**config.mk**
```make
export PLATFORM = sky130hd
export DESIGN_NAME = ntps_mul
export DESIGN_NICKNAME = d
export VERILOG_FILES = /design/src/design/ntps_mul.sv
export SDC_FILE = /design/constraint.sdc
export NUM_CORES = 2
export LEC_CHECK = 0
export BUFFER_PORTS_ARGS = -buffer_cell sky130_fd_sc_hd__buf_2
export CAP_MARGIN = 25
export CORE_ASPECT_RATIO = 1.1
export CORE_MARGIN = 2
export CORE_UTILIZATION = 40
export CTS_CLUSTER_DIAMETER = 150
export DETAILED_ROUTE_END_ITERATION = 16
export PLACE_DENSITY = 0.59
export SYNTH_ARGS = -nofsm -noshare
export SYNTH_HDL_FRONTEND = slang
export SYNTH_SLANG_ARGS = --single-unit
```
**constraint.sdc**
```tcl
create_clock -name clk -period 9.45 [get_ports clk]
set_input_delay 0.945 -clock clk [delete_from_list [all_inputs] [get_ports clk]]
set_output_delay 0.945 -clock clk [all_outputs]
set_load 0.03 [all_outputs]
```
**src/design/ntps_mul.sv**
```systemverilog
// shared registered 32 by 32 multiplier
module ntps_mul (
	input logic clk,
	input logic [31:0] op_a,
	input logic [31:0] op_b,
	output logic [63:0] prod_q
);

	always_ff @(posedge clk) begin
		prod_q <= op_a * op_b;
	end

endmodule

```
==> impl_metrics.tcl <==
set metrics [dict create \
    outcome "complete, no violations" \
    hold_viol 0 \
    cts_buffers 9 \
    rsz0062_at_grt "no" \
    top_regs "prod_q: 64 flops" \
    synth_seq_area_share 0.0369 \
    die_area_sq_um 89100 \
    regMostFlops "prod_q" \
    setup_viol 0 \
    synth_simple_gate_area_frac 0.176 \
    synth_most_common_cell "fa_1" \
    whs_ns 1.25 \
    clockBufferDepth 2 \
    worstHoldPathType "in -> reg" \
    maxCapViolCount 0 \
    io_buffers 128 \
    cp_max_fo 25 \
    io_pins 129 \
    synthToLayoutAreaGrowth_pct 5.22 \
    initial_core_util 0.403 \
    vias_per_cell 5.06 \
    tightest_slew_ns 0.830 \
    critPathKind "in -> reg" \
    synth_cell_types 57 \
    htreeDepth 3 \
    cp-start-kind "input port" \
    grt_pass1_wl_microns 157000 \
    fmax_mhz 116 \
    finalCritPeriodShare 0.908 \
    die_h_microns 313 \
    placed_cells 4841 \
    final_cells 4858 \
    cts_tree "yes" \
    antenna_found_initial 3 \
    holdBufCountCts 0 \
    synth_common_cells "fa_1, inv_1, and2_1" \
    largest_reg_flops 64 \
    routed_wl_microns 98400 \
    synth.area.mux_share 0.000289 \
    tns_ns 0 \
    detail-route-antenna-nets 0 \
    cp.required_ns 9.73 \
    ys_warn_count 0 \
    slew_violations 0 \
    nets 4926 \
    synth_fa_ha_area_frac 0.612 \
    post_synth_instance_area_sq_um 34700 \
    clock-sinks 64 \
    synthFlopType "dfxtp_1" \
    synth_top_area_share 0.517 \
    synthCells 3748 \
    drive_gt1_frac 0.0526 \
    synth_top_cell_by_area "fa_1" \
    via_count 24600 \
    die_w_microns 285 \
    post_cts_buffers 0 \
    clk_pin_slew_ns 0.06 \
    wl_per_cell_microns 20.2 \
    syn-num-nets 4972 \
    nFillCells 8560 \
    drtIter0Drc 1364 \
    grt_pass1_vias 27300 \
    drt-pass1-iter-count 5 \
    gr-total-overflow 0 \
    synth_compound_area_frac 0.0415 \
    cts_resized 0 \
    drc 0 \
    max-slew-margin-rel 0.447 \
    synth.avg_cell_area_sq_um 9.25 \
    ys_ff_latch 64 \
    synth_top_family_by_area "adder cells" \
    synthXorXnorAreaFrac 0.0152 \
    arrival_ns 8.87 \
    async_reset_ff_frac 0 \
    end_kind "register" \
    core_sq_um 86100 \
    synth_area_leaders "fa_1, and2_1, ha_1" \
    dp_hpwl_microns 81400 \
    rows 113 \
    synth-edff-count 0 \
    grt_max_degree 33 \
    grt.total_usage 0.231 \
    cts.root.buffer_cell "clkbuf_16" \
    gp_congestion 0.880 \
    period_minus_slack_ns 8.59 \
    utilization 0.424 \
]
==> layout by cell type, fill, tap and decap left out, types with 4 or more instances in the layout <==
master     count
o21ai_0       21
inv_1        865
nand3_1       10
ha_1         263
a221o_1        4
buf_4         35
o21ai_1        5
nor2_1        20
nor3_1         7
buf_2        128
and3_1        14
clkbuf_16      9
a31oi_1       12
a21oi_1       63
xnor2_1       35
and2_1       602
nand2_1      480
xor2_1        25
dfxtp_1       64
o21a_1         9
o21bai_1      10
fa_1         896
nand4_1       23
a21o_1        40
==> metrics by stage <==
stage | area [sq um] | setup WS, ns
6_report | 36500 | 0.865
5_1_grt | 36500 | 0.501
4_1_cts | 36500 | 0.964
3_5_place_dp | 36200 | 0.595
3_3_place_gp | 36200 | 0.727
2_1_floorplan | 34700 | 1.75
==> path summary, 6_finish.rpt <==
check / from / endpoint / slack [ns] / cells after the start
max: op_a[21] / prod_q[62] / 0.86 / 26
min: op_b[0] / prod_q[0] / 1.25 / 2
==> per-layer routing <==
| metal | part of all wire | track usage |
|---|---|---|
| met1 | 0.36 | 0.262 |
| met3 | 0.035 | 0.0198 |
| met5 | 0.00029 | 0 |
| met2 | 0.54 | 0.431 |
| met4 | 0.061 | 0.119 |
==> worst max-delay path: stages <==
cell and delay [ns]:
buf_2 0.48, buf_4 0.28, and2_1 0.16, fa_1 0.43, fa_1 0.49, inv_1 0.06, fa_1 0.53, inv_1 0.05
fa_1 0.49, inv_1 0.05, fa_1 0.44, inv_1 0.09, fa_1 0.44, fa_1 0.49, inv_1 0.05, fa_1 0.48
inv_1 0.04, ha_1 0.43, nand4_1 0.26, or4_1 0.49, or3_1 0.38, a31oi_1 0.55, a31o_2 0.30, a211oi_1 0.11
o21ai_1 0.18, xor2_1 0.15
==> area by class of cell <==
cell class / count / area, sq um / area share
multi-input combinational: 2599 / 29300 / 0.803
sequential: 64 / 1280 / 0.0351
clock inverter: 5 / 56.3 / 0.00154
tap: 1150 / 1440 / 0.0394
timing repair buffer: 163 / 903 / 0.0248
inverter: 865 / 3250 / 0.0890
antenna: 1 / 2.50 / 0.0000686
clock buffer: 11 / 243 / 0.00665
==> kinds of logic after synthesis <==
kind of cell,after synthesis
compound gates,202
xor+xnor,60
simple gates,1177
buf+inv,1085
mux,1
fa+ha+maj,1159
flops,64
Power is not shown: default switching activity piles up to over one toggle a cycle in this logic, so the estimate is an artifact.
