`config.mk`:
```
export PLATFORM = sky130hd
export DESIGN_NAME = ntps_seq_flat
export DESIGN_NICKNAME = d
export VERILOG_FILES = /design/src/design/ntps_pkg.sv /design/src/design/ntps_if.sv /design/src/design/ntps_seq.sv /design/src/flat_wrapper.sv
export SDC_FILE = /design/constraint.sdc
export NUM_CORES = 1
export LEC_CHECK = 0
export BUFFER_PORTS_ARGS = -buffer_cell sky130_fd_sc_hd__buf_2
export CORE_MARGIN = 1.5
export CORE_UTILIZATION = 37
export DETAILED_ROUTE_END_ITERATION = 6
export GPL_TIMING_DRIVEN = 1
export PLACE_DENSITY_LB_ADDON = 0.2
export REMOVE_ABC_BUFFERS = 1
export SETUP_SLACK_MARGIN = 0.3
export SLEW_MARGIN = 15
export SYNTH_ARGS = -nofsm -noshare
export SYNTH_HDL_FRONTEND = slang
export SYNTH_SLANG_ARGS = --single-unit
```
`constraint.sdc`:
```
create_clock -name clk -period 8.4 [get_ports clk]
set_input_delay 1.26 -clock clk [delete_from_list [all_inputs] [get_ports clk]]
set_output_delay 1.26 -clock clk [all_outputs]
set_load 0.1 [all_outputs]
```
`src/design/ntps_pkg.sv`:
```
// shared types and constants for the nearest true pixel search
package ntps_pkg;

	localparam int COORD_W = 12;
	localparam int DIM_W = 13;
	localparam int Q_W = 19;
	localparam int IDX_W = 4;
	localparam int CFG_DATA_W = 16;
	localparam int DIST_W = 60;

	localparam logic [IDX_W-1:0] REG_ROWS = 4'd0;
	localparam logic [IDX_W-1:0] REG_COLS = 4'd1;
	localparam logic [IDX_W-1:0] REG_ASPECT = 4'd2;
	localparam logic [IDX_W-1:0] REG_RADIUS = 4'd3;

	localparam logic CMD_WRITE = 1'b0;
	localparam logic CMD_QUERY = 1'b1;

	typedef struct packed {
		logic [8:0] rows;
		logic [8:0] cols;
		logic [15:0] aspect;
		logic [7:0] radius;
	} cfg_t;

	typedef struct packed {
		logic wr_en;
		logic [COORD_W-1:0] wr_row;
		logic [COORD_W-1:0] wr_col;
		logic wr_bit;
		logic rd_en;
		logic [COORD_W-1:0] rd_row;
		logic [COORD_W-1:0] rd_col;
	} mem_req_t;

endpackage

```
`src/design/ntps_if.sv`:
```
// request, result and register write channels
interface ntps_req_if;
	logic valid;
	logic ready;
	logic command;
	logic [7:0] pixel_row;
	logic [7:0] pixel_col;
	logic pixel_value;
	logic signed [ntps_pkg::Q_W-1:0] query_x;
	logic signed [ntps_pkg::Q_W-1:0] query_y;

	modport source (output valid, command, pixel_row, pixel_col, pixel_value, query_x, query_y,
		input ready);
	modport sink (input valid, command, pixel_row, pixel_col, pixel_value, query_x, query_y,
		output ready);
endinterface

interface ntps_rsp_if;
	logic valid;
	logic ready;
	logic found;
	logic [7:0] found_row;
	logic [7:0] found_col;

	modport source (output valid, found, found_row, found_col, input ready);
	modport sink (input valid, found, found_row, found_col, output ready);
endinterface


```
`src/design/ntps_seq.sv`:
```
// query sequencer, window scan and distance datapath
module ntps_seq #(
	parameter int MAX_ROWS = 256,
	parameter int MAX_COLS = 256
) (
	input logic clk,
	input logic arst_n,
	ntps_req_if.sink req,
	ntps_rsp_if.source rsp,
	input ntps_pkg::cfg_t cfg_regs,
	output ntps_pkg::mem_req_t mem_req,
	input logic rd_bit,
	input logic clearing,
	output logic [31:0] mul_a,
	output logic [31:0] mul_b,
	input logic [63:0] prod
);
	import ntps_pkg::*;

	localparam int RW = (MAX_ROWS > 1) ? $clog2(MAX_ROWS) : 1;
	localparam int CW = (MAX_COLS > 1) ? $clog2(MAX_COLS) : 1;

	typedef enum logic [3:0] {
		S_IDLE, S_ROUND, S_CENTER, S_CTRCHK, S_BND_A, S_BND_B, S_BND_C,
		S_SCAN, S_HIT_DX, S_DYA, S_DYR, S_DYSQ, S_CMP, S_DONE
	} state_t;

	state_t state_q;
	logic rsp_valid_q;
	logic rsp_found_q;
	logic [7:0] rsp_row_q;
	logic [7:0] rsp_col_q;

	logic signed [Q_W-1:0] qx_q;
	logic signed [Q_W-1:0] qy_q;
	logic [RW-1:0] row_q, r0_q, r1_q, r_q, br_q;
	logic [CW-1:0] col_q, c0_q, c1_q, c_q, bc_q;
	logic [20:0] dx_q;
	logic [20:0] dy8_q;
	logic [28:0] dy_q;
	logic [DIST_W-1:0] acc_q;
	logic [DIST_W-1:0] best_q;
	logic found_q;

	logic in_acc;
	logic wr_in_range;
	logic [DIM_W-1:0] nrow, ncol, maxrow, maxcol;
	logic [DIM_W-1:0] row_c, col_c, r0_c, r1_c, c0_c, c1_c;
	logic signed [13:0] r_lo, r_hi, c_lo, c_hi;
	logic signed [21:0] dxs, dys;
	logic [20:0] dx_abs, dy_abs;
	logic [37:0] dy_sum;
	logic [DIST_W-1:0] dist_sum;
	logic c_last, last;
	logic [RW-1:0] nxt_r;
	logic [CW-1:0] nxt_c;
	logic [COORD_W-1:0] br_ext, bc_ext;

	function automatic logic signed [11:0] round_even(input logic signed [Q_W-1:0] v);
		logic signed [10:0] fl;
		logic inc;
		fl = v[18:8];
		inc = (v[7:0] > 8'd128) || ((v[7:0] == 8'd128) && fl[0]);
		return {fl[10], fl} + {11'b0, inc};
	endfunction

	function automatic logic [DIM_W-1:0] clamp_dim(input logic signed [13:0] v,
		input logic [DIM_W-1:0] maxv);
		logic [DIM_W-1:0] res;
		if (v < 0) begin
			res = '0;
		end else if (v > $signed({1'b0, maxv})) begin
			res = maxv;
		end else begin
			res = v[DIM_W-1:0];
		end
		return res;
	endfunction

	assign req.ready = (state_q == S_IDLE) && !clearing;
	assign in_acc = req.valid && req.ready;
	assign wr_in_range = ({5'b0, req.pixel_row} < DIM_W'(MAX_ROWS))
		&& ({5'b0, req.pixel_col} < DIM_W'(MAX_COLS));

	always_comb begin
		if (cfg_regs.rows == 9'd0) begin
			nrow = DIM_W'(1);
		end else if ({4'b0, cfg_regs.rows} > DIM_W'(MAX_ROWS)) begin
			nrow = DIM_W'(MAX_ROWS);
		end else begin
			nrow = {4'b0, cfg_regs.rows};
		end
		if (cfg_regs.cols == 9'd0) begin
			ncol = DIM_W'(1);
		end else if ({4'b0, cfg_regs.cols} > DIM_W'(MAX_COLS)) begin
			ncol = DIM_W'(MAX_COLS);
		end else begin
			ncol = {4'b0, cfg_regs.cols};
		end
		maxrow = nrow - DIM_W'(1);
		maxcol = ncol - DIM_W'(1);
	end

	assign row_c = clamp_dim(14'(round_even(qy_q)), maxrow);
	assign col_c = clamp_dim(14'(round_even(qx_q)), maxcol);

	assign r_lo = $signed(14'(row_q)) - $signed(14'(cfg_regs.radius));
	assign r_hi = $signed(14'(row_q)) + $signed(14'(cfg_regs.radius));
	assign c_lo = $signed(14'(col_q)) - $signed(14'(cfg_regs.radius));
	assign c_hi = $signed(14'(col_q)) + $signed(14'(cfg_regs.radius));
	assign r0_c = clamp_dim(r_lo, maxrow);
	assign r1_c = clamp_dim(r_hi, maxrow);
	assign c0_c = clamp_dim(c_lo, maxcol);
	assign c1_c = clamp_dim(c_hi, maxcol);

	assign dxs = 22'(qx_q) - $signed(22'({c_q, 8'b0}));
	assign dys = 22'(qy_q) - $signed(22'({r_q, 8'b0}));
	assign dx_abs = (dxs < 0) ? 21'(-dxs) : dxs[20:0];
	assign dy_abs = (dys < 0) ? 21'(-dys) : dys[20:0];
	assign dy_sum = {1'b0, prod[36:0]} + 38'd128;
	assign dist_sum = acc_q + prod[DIST_W-1:0];

	assign c_last = (c_q == c1_q);
	assign last = c_last && (r_q == r1_q);
	assign nxt_c = c_last ? c0_q : c_q + CW'(1);
	assign nxt_r = c_last ? r_q + RW'(1) : r_q;

	assign br_ext = COORD_W'(br_q);
	assign bc_ext = COORD_W'(bc_q);

	// memory port and multiplier operands
	always_comb begin
		mem_req = '0;
		mul_a = '0;
		mul_b = '0;
		case (state_q)
			S_IDLE: begin
				mem_req.wr_en = in_acc && (req.command == CMD_WRITE) && wr_in_range;
				mem_req.wr_row = COORD_W'(req.pixel_row);
				mem_req.wr_col = COORD_W'(req.pixel_col);
				mem_req.wr_bit = req.pixel_value;
			end
			S_CENTER: begin
				mem_req.rd_en = 1'b1;
				mem_req.rd_row = COORD_W'(row_q);
				mem_req.rd_col = COORD_W'(col_q);
			end
			S_CTRCHK: begin
				mul_a = 32'({ncol, 8'b0});
				mul_b = 32'({ncol, 8'b0});
			end
			S_BND_A: begin
				mul_a = 32'(cfg_regs.aspect);
				mul_b = 32'(nrow);
			end
			S_BND_B: begin
				mul_a = prod[31:0];
				mul_b = prod[31:0];
			end
			S_BND_C: begin
				mem_req.rd_en = 1'b1;
				mem_req.rd_row = COORD_W'(r0_q);
				mem_req.rd_col = COORD_W'(c0_q);
			end
			S_SCAN, S_CMP: begin
				mem_req.rd_en = !last && ((state_q == S_CMP) || !rd_bit);
				mem_req.rd_row = COORD_W'(nxt_r);
				mem_req.rd_col = COORD_W'(nxt_c);
			end
			S_HIT_DX: begin
				mul_a = 32'(dx_q);
				mul_b = 32'(dx_q);
			end
			S_DYA: begin
				mul_a = 32'(dy8_q);
				mul_b = 32'(cfg_regs.aspect);
			end
			S_DYSQ: begin
				mul_a = 32'(dy_q);
				mul_b = 32'(dy_q);
			end
			default: begin
			end
		endcase
	end

	always_ff @(posedge clk or negedge arst_n) begin
		if (!arst_n) begin
			state_q <= S_IDLE;
			rsp_valid_q <= 1'b0;
			rsp_found_q <= 1'b0;
			rsp_row_q <= '0;
			rsp_col_q <= '0;
		end else begin
			if (rsp_valid_q && rsp.ready && (state_q != S_DONE)) begin
				rsp_valid_q <= 1'b0;
			end
			case (state_q)
				S_IDLE: begin
					if (in_acc && (req.command == CMD_QUERY)) begin
						state_q <= S_ROUND;
					end
				end
				S_ROUND: state_q <= S_CENTER;
				S_CENTER: state_q <= S_CTRCHK;
				S_CTRCHK: state_q <= rd_bit ? S_DONE : S_BND_A;
				S_BND_A: state_q <= S_BND_B;
				S_BND_B: state_q <= S_BND_C;
				S_BND_C: state_q <= S_SCAN;
				S_SCAN: begin
					if (rd_bit) begin
						state_q <= S_HIT_DX;
					end else if (last) begin
						state_q <= S_DONE;
					end
				end
				S_HIT_DX: state_q <= S_DYA;
				S_DYA: state_q <= S_DYR;
				S_DYR: state_q <= S_DYSQ;
				S_DYSQ: state_q <= S_CMP;
				S_CMP: state_q <= last ? S_DONE : S_SCAN;
				S_DONE: begin
					if (!rsp_valid_q || rsp.ready) begin
						rsp_valid_q <= 1'b1;
						rsp_found_q <= found_q;
						rsp_row_q <= found_q ? br_ext[7:0] : 8'd0;
						rsp_col_q <= found_q ? bc_ext[7:0] : 8'd0;
						state_q <= S_IDLE;
					end
				end
				default: state_q <= S_IDLE;
			endcase
		end
	end

	always_ff @(posedge clk) begin
		case (state_q)
			S_IDLE: begin
				if (in_acc && (req.command == CMD_QUERY)) begin
					qx_q <= req.query_x;
					qy_q <= req.query_y;
				end
			end
			S_ROUND: begin
				row_q <= row_c[RW-1:0];
				col_q <= col_c[CW-1:0];
			end
			S_CTRCHK: begin
				found_q <= rd_bit;
				br_q <= rd_bit ? row_q : '0;
				bc_q <= rd_bit ? col_q : '0;
				r0_q <= r0_c[RW-1:0];
				r1_q <= r1_c[RW-1:0];
				c0_q <= c0_c[CW-1:0];
				c1_q <= c1_c[CW-1:0];
			end
			S_BND_A: acc_q <= prod[DIST_W-1:0];
			S_BND_C: begin
				best_q <= dist_sum;
				r_q <= r0_q;
				c_q <= c0_q;
			end
			S_SCAN: begin
				if (rd_bit) begin
					dx_q <= dx_abs;
					dy8_q <= dy_abs;
				end else if (!last) begin
					r_q <= nxt_r;
					c_q <= nxt_c;
				end
			end
			S_DYA: acc_q <= prod[DIST_W-1:0];
			S_DYR: dy_q <= dy_sum[36:8];
			S_CMP: begin
				if (dist_sum < best_q) begin
					best_q <= dist_sum;
					br_q <= r_q;
					bc_q <= c_q;
					found_q <= 1'b1;
				end
				if (!last) begin
					r_q <= nxt_r;
					c_q <= nxt_c;
				end
			end
			default: begin
			end
		endcase
	end

	assign rsp.valid = rsp_valid_q;
	assign rsp.found = rsp_found_q;
	assign rsp.found_row = rsp_row_q;
	assign rsp.found_col = rsp_col_q;

`ifndef NO_ASSERTIONS
	a_scan_in_window: assert property (@(posedge clk) disable iff (!arst_n)
		(state_q == S_SCAN) |-> (r_q >= r0_q) && (r_q <= r1_q) && (c_q >= c0_q) && (c_q <= c1_q))
		else $error("scan position left the window");
	a_best_not_rising: assert property (@(posedge clk) disable iff (!arst_n)
		(state_q == S_CMP) |=> (best_q <= $past(best_q)))
		else $error("best distance grew");
	a_no_request_in_clear: assert property (@(posedge clk) disable iff (!arst_n)
		clearing |-> !req.ready)
		else $error("request taken during mask clear");
	a_scan_data_read: assert property (@(posedge clk) disable iff (!arst_n)
		(state_q == S_SCAN) |-> $past(mem_req.rd_en))
		else $error("scan without a mask read");
`endif

endmodule

```
`src/flat_wrapper.sv`:
```
// flat-port wrapper written by rule: the top's interface ports become plain ports
module ntps_seq_flat import ntps_pkg::*;
#(
	parameter int MAX_ROWS = 256,
	parameter int MAX_COLS = 256
)
  (clk, arst_n, cfg_regs, mem_req, rd_bit, clearing, mul_a, mul_b, prod, req_valid, req_command, req_pixel_row, req_pixel_col, req_pixel_value, req_query_x, req_query_y, req_ready, rsp_valid, rsp_found, rsp_found_row, rsp_found_col, rsp_ready);
  ntps_req_if req_i ();
  ntps_rsp_if rsp_i ();
  input logic clk;
  input logic arst_n;
  input ntps_pkg::cfg_t cfg_regs;
  output ntps_pkg::mem_req_t mem_req;
  input logic rd_bit;
  input logic clearing;
  output logic [31:0] mul_a;
  output logic [31:0] mul_b;
  input logic [63:0] prod;
  input wire logic [$bits(req_i.valid)-1:0] req_valid;
  input wire logic [$bits(req_i.command)-1:0] req_command;
  input wire logic [$bits(req_i.pixel_row)-1:0] req_pixel_row;
  input wire logic [$bits(req_i.pixel_col)-1:0] req_pixel_col;
  input wire logic [$bits(req_i.pixel_value)-1:0] req_pixel_value;
  input wire logic [$bits(req_i.query_x)-1:0] req_query_x;
  input wire logic [$bits(req_i.query_y)-1:0] req_query_y;
  output wire logic [$bits(req_i.ready)-1:0] req_ready;
  output wire logic [$bits(rsp_i.valid)-1:0] rsp_valid;
  output wire logic [$bits(rsp_i.found)-1:0] rsp_found;
  output wire logic [$bits(rsp_i.found_row)-1:0] rsp_found_row;
  output wire logic [$bits(rsp_i.found_col)-1:0] rsp_found_col;
  input wire logic [$bits(rsp_i.ready)-1:0] rsp_ready;
  assign req_i.valid = req_valid;
  assign req_i.command = req_command;
  assign req_i.pixel_row = req_pixel_row;
  assign req_i.pixel_col = req_pixel_col;
  assign req_i.pixel_value = req_pixel_value;
  assign req_i.query_x = req_query_x;
  assign req_i.query_y = req_query_y;
  assign req_ready = req_i.ready;
  assign rsp_valid = rsp_i.valid;
  assign rsp_found = rsp_i.found;
  assign rsp_found_row = rsp_i.found_row;
  assign rsp_found_col = rsp_i.found_col;
  assign rsp_i.ready = rsp_ready;
  ntps_seq #(.MAX_ROWS(MAX_ROWS), .MAX_COLS(MAX_COLS)) u_core (.clk(clk), .arst_n(arst_n), .req(req_i), .rsp(rsp_i), .cfg_regs(cfg_regs), .mem_req(mem_req), .rd_bit(rd_bit), .clearing(clearing), .mul_a(mul_a), .mul_b(mul_b), .prod(prod));
endmodule
```
==> impl_metrics.env <==
export IMPL_seq_area_mm2=0.00986
export IMPL_yosysTopAreaCell="edfxtp_1"
export IMPL_violations="DRC"
export IMPL_synth_top_family_by_area="compound AO/OA/AOI/OAI gates"
export IMPL_root_buffer="clkbuf_16"
export IMPL_synthAdderAreaFrac_pct=13.5
export IMPL_drt_iter0_markers=1737
export IMPL_worstSkewPairLatency_ns=0.57
export IMPL_dr_pass1_iters=7
export IMPL_status="finished with violations"
export IMPL_drv_slew=0
export IMPL_avgViaCountPerCell=5.39
export IMPL_worstHoldPathType="flip-flop to flip-flop"
export IMPL_antenna_left=0
export IMPL_multiInputGateArea_mm2=0.0126
export IMPL_clkTransAtPathRegs_ns=0.06
export IMPL_drive_above_1_share_pct=15.5
export IMPL_r2r_cells=23
export IMPL_min_to="u_core.rsp.found_col[5]"
export IMPL_critical_path_class="input port to flip-flop"
export IMPL_yosysMostFrequentCell="edfxtp_1"
export IMPL_die_area_mm2=0.0645
export IMPL_rrSetupSlack_ns=1.85
export IMPL_gp_congestion=0.922
export IMPL_chipHeight_um=254
export IMPL_min_from="u_core.rsp.found_col[5]"
export IMPL_core_area_mm2=0.0621
export IMPL_yosysUniqueCellTypes=78
export IMPL_clock_fmax_ghz=0.143
export IMPL_num_vias=18800
export IMPL_postCtsHoldBufs=0
export IMPL_rsz0062_at_grt="false"
export IMPL_cp_end_kind="flip-flop"
export IMPL_dp_hpwl_mm=58.0
export IMPL_r2r_end="u_core.best_q[55]"
export IMPL_num_io_pins=302
export IMPL_cts_tree="done"
export IMPL_r2r_start="u_core.acc_q[0]"
export IMPL_synth_seq_cells=332
export IMPL_netlist_top_cells_area="edfxtp_1 (40%), ha_1 (13%), xnor2_1 (5.2%)"
export IMPL_buffer_ports_inserted=281
export IMPL_synth_top_cell_area_share_pct=39.9
export IMPL_cts_sinks=332
export IMPL_synthMuxAreaShare_pct=1.55
export IMPL_antenna_found_initial=2
export IMPL_htreeDepth=2
export IMPL_grt_max_degree=61
export IMPL_seq_area_frac_synth_pct=42.3
export IMPL_hold_depth=2
export IMPL_rows=91
export IMPL_syn_area_per_cell_um2=9.96
export IMPL_fin_crit_sh_pct=83.5
export IMPL_synth_edff_count=310
export IMPL_routedWlPerCell_um=21.0
export IMPL_syn_area_mm2=0.0233
export IMPL_grtUsageTotal_pct=22.3
export IMPL_grt_first_pass_wirelength_mm=108
export IMPL_period_needed_ns=7.01
export IMPL_synth_common_cells="edfxtp_1 (310), ha_1 (241), nand2_1 (231)"
export IMPL_p_total_uw=9690
export IMPL_drt_total_wl_mm=73.3
export IMPL_power_density_mw_per_mm2=358
export IMPL_synth_ff_type="edfxtp_1"
export IMPL_post_cts_buffers=0
export IMPL_nets=3038
export IMPL_synth_compound_gate_area_share_pct=16.8
export IMPL_grt_overflow_total=0
export IMPL_tightest_slew_ns=1.26
export IMPL_async_reset_ff_share_pct=6.63
export IMPL_crit_arrival_ns=7.22
export IMPL_required_ns=8.61
export IMPL_areaGrowthSynthToFinish_pct=16.1
export IMPL_leakagePower_uw=0.0119
export IMPL_setup_violations=0
export IMPL_place_area_mm2=0.0256
export IMPL_crit_fanout=60
export IMPL_maxCapViolCount=0
export IMPL_start_util_pct=37.6
export IMPL_fin_area_mm2=0.0271
export IMPL_synthXorXnorAreaFrac_pct=7.85
export IMPL_post_cts_resized=0
export IMPL_drc_errors=5
export IMPL_grt_pass1_vias=17900
export IMPL_num_fill_cells=5906
export IMPL_die_x_um=254
export IMPL_syn_inst=2341
export IMPL_clk_path_buf_depth=3
export IMPL_setup_tns_ns=0
export IMPL_relSlewSlack_pct=16.3
export IMPL_cts_inserted_buffers=41
export IMPL_yosysWarnings=0
export IMPL_final_setup_skew_ns=0.0219
export IMPL_hold_viol_final=0
export IMPL_ir_worst_vdd_uv=416
export IMPL_synth_simple_area_share_pct=13.4
export IMPL_cp_start_kind="input port"
-- sequential cells by signal, summed over array words and instances, names as in the netlist, 19 cells and up --
name,cells
u_core.acc_q,60
u_core.best_q,60
u_core.dy_q,29
u_core.dx_q,21
u_core.dy8_q,21
u_core.qx_q,19
u_core.qy_q,19
-- worst max-delay path, stage by stage --
cell and delay [ns]:
buf_2 0.13, ha_1 0.22, fa_1 0.41, a21o_1 0.22, a311o_1 0.38, a21oi_1 0.25, o21ai_0 0.27, a31oi_1 0.51
o21a_1 0.33, o221ai_1 0.14, a21oi_1 0.26, o21ai_0 0.16, xor2_1 0.18, ha_1 0.31, nand4_1 0.11, or2_2 0.35
nor4_1 0.44, o21ai_0 0.17, a31oi_1 0.23, nor3_1 0.09, o21a_1 0.11, o21ai_0 0.19, nand2_2 0.08, buf_4 0.37
-- placed cells by master, fill, tap and decap left out, drive strengths merged, types with 49 or more instances in the layout --
| master | instances |
|---|---|
| a21o | 99 |
| a21oi | 166 |
| buf | 298 |
| clkbuf | 57 |
| edfxtp | 310 |
| ha | 241 |
| inv | 162 |
| nand2 | 232 |
| nand4 | 49 |
| nor2 | 172 |
| o21ai | 116 |
| xnor2 | 138 |
| xor2 | 71 |
-- routing by layer --
layer,GRT usage (%),wire [um],vias to the layer above
met2,33.7,32000,665
met3,5.51,6030,110
met1,30.7,32900,8980
met4,8.04,2380,0
li1,-,-,9066
met5,0,0,-
-- worst max path at each step --
stage | startpoint | end | slack (ns) | depth (start not counted)
6_report | prod[0] | u_core.best_q[55] | 1.39 | 24
4_1_cts | prod[0] | u_core.best_q[27] | 1.38 | 24
2_1_floorplan | prod[0] | u_core.best_q[0] | 1.29 | 22
5_1_grt | prod[0] | u_core.best_q[55] | 0.93 | 24
3_3_place_gp | prod[0] | u_core.best_q[54] | 0.99 | 24
3_5_place_dp | prod[0] | u_core.best_q[55] | 0.81 | 24
-- cell families after synthesis --
group	Yosys count
other cells	2
buf+inv	253
flops	332
mux	35
fa+ha+maj	248
simple gates	673
compound gates	589
xor+xnor	209
-- per-stage QoR --
step | utilization, % | hold WS (ns) | std cells | worst slack (ns)
after floorplan | - | 0.426 | 2281 | 1.29
after global placement | 41.3 | 0.457 | 3416 | 0.993
after detailed placement | 41.3 | 0.454 | 3416 | 0.811
after CTS | 43.6 | 0.480 | 3491 | 1.38
after global routing | 43.6 | 0.496 | 3491 | 0.935
final | 43.7 | 0.477 | 3493 | 1.39
-- power breakdown --
part           switching [uW]  internal, uW
combinational            3740          1420
sequential                244          2370
clock                     732          1180
total                    4720          4970
-- layout make-up --
type / count / area share (%)
flip-flops and latches: 332 / 36.4
inverters: 161 / 2.23
clock buffers: 57 / 4.28
multi-input cells: 1788 / 46.5
diodes: 2 / 0.0185
clock inverters: 18 / 1.03
repair buffers: 298 / 5.66
well taps: 837 / 3.87
Note: power is estimated with default switching activity, not from simulation.
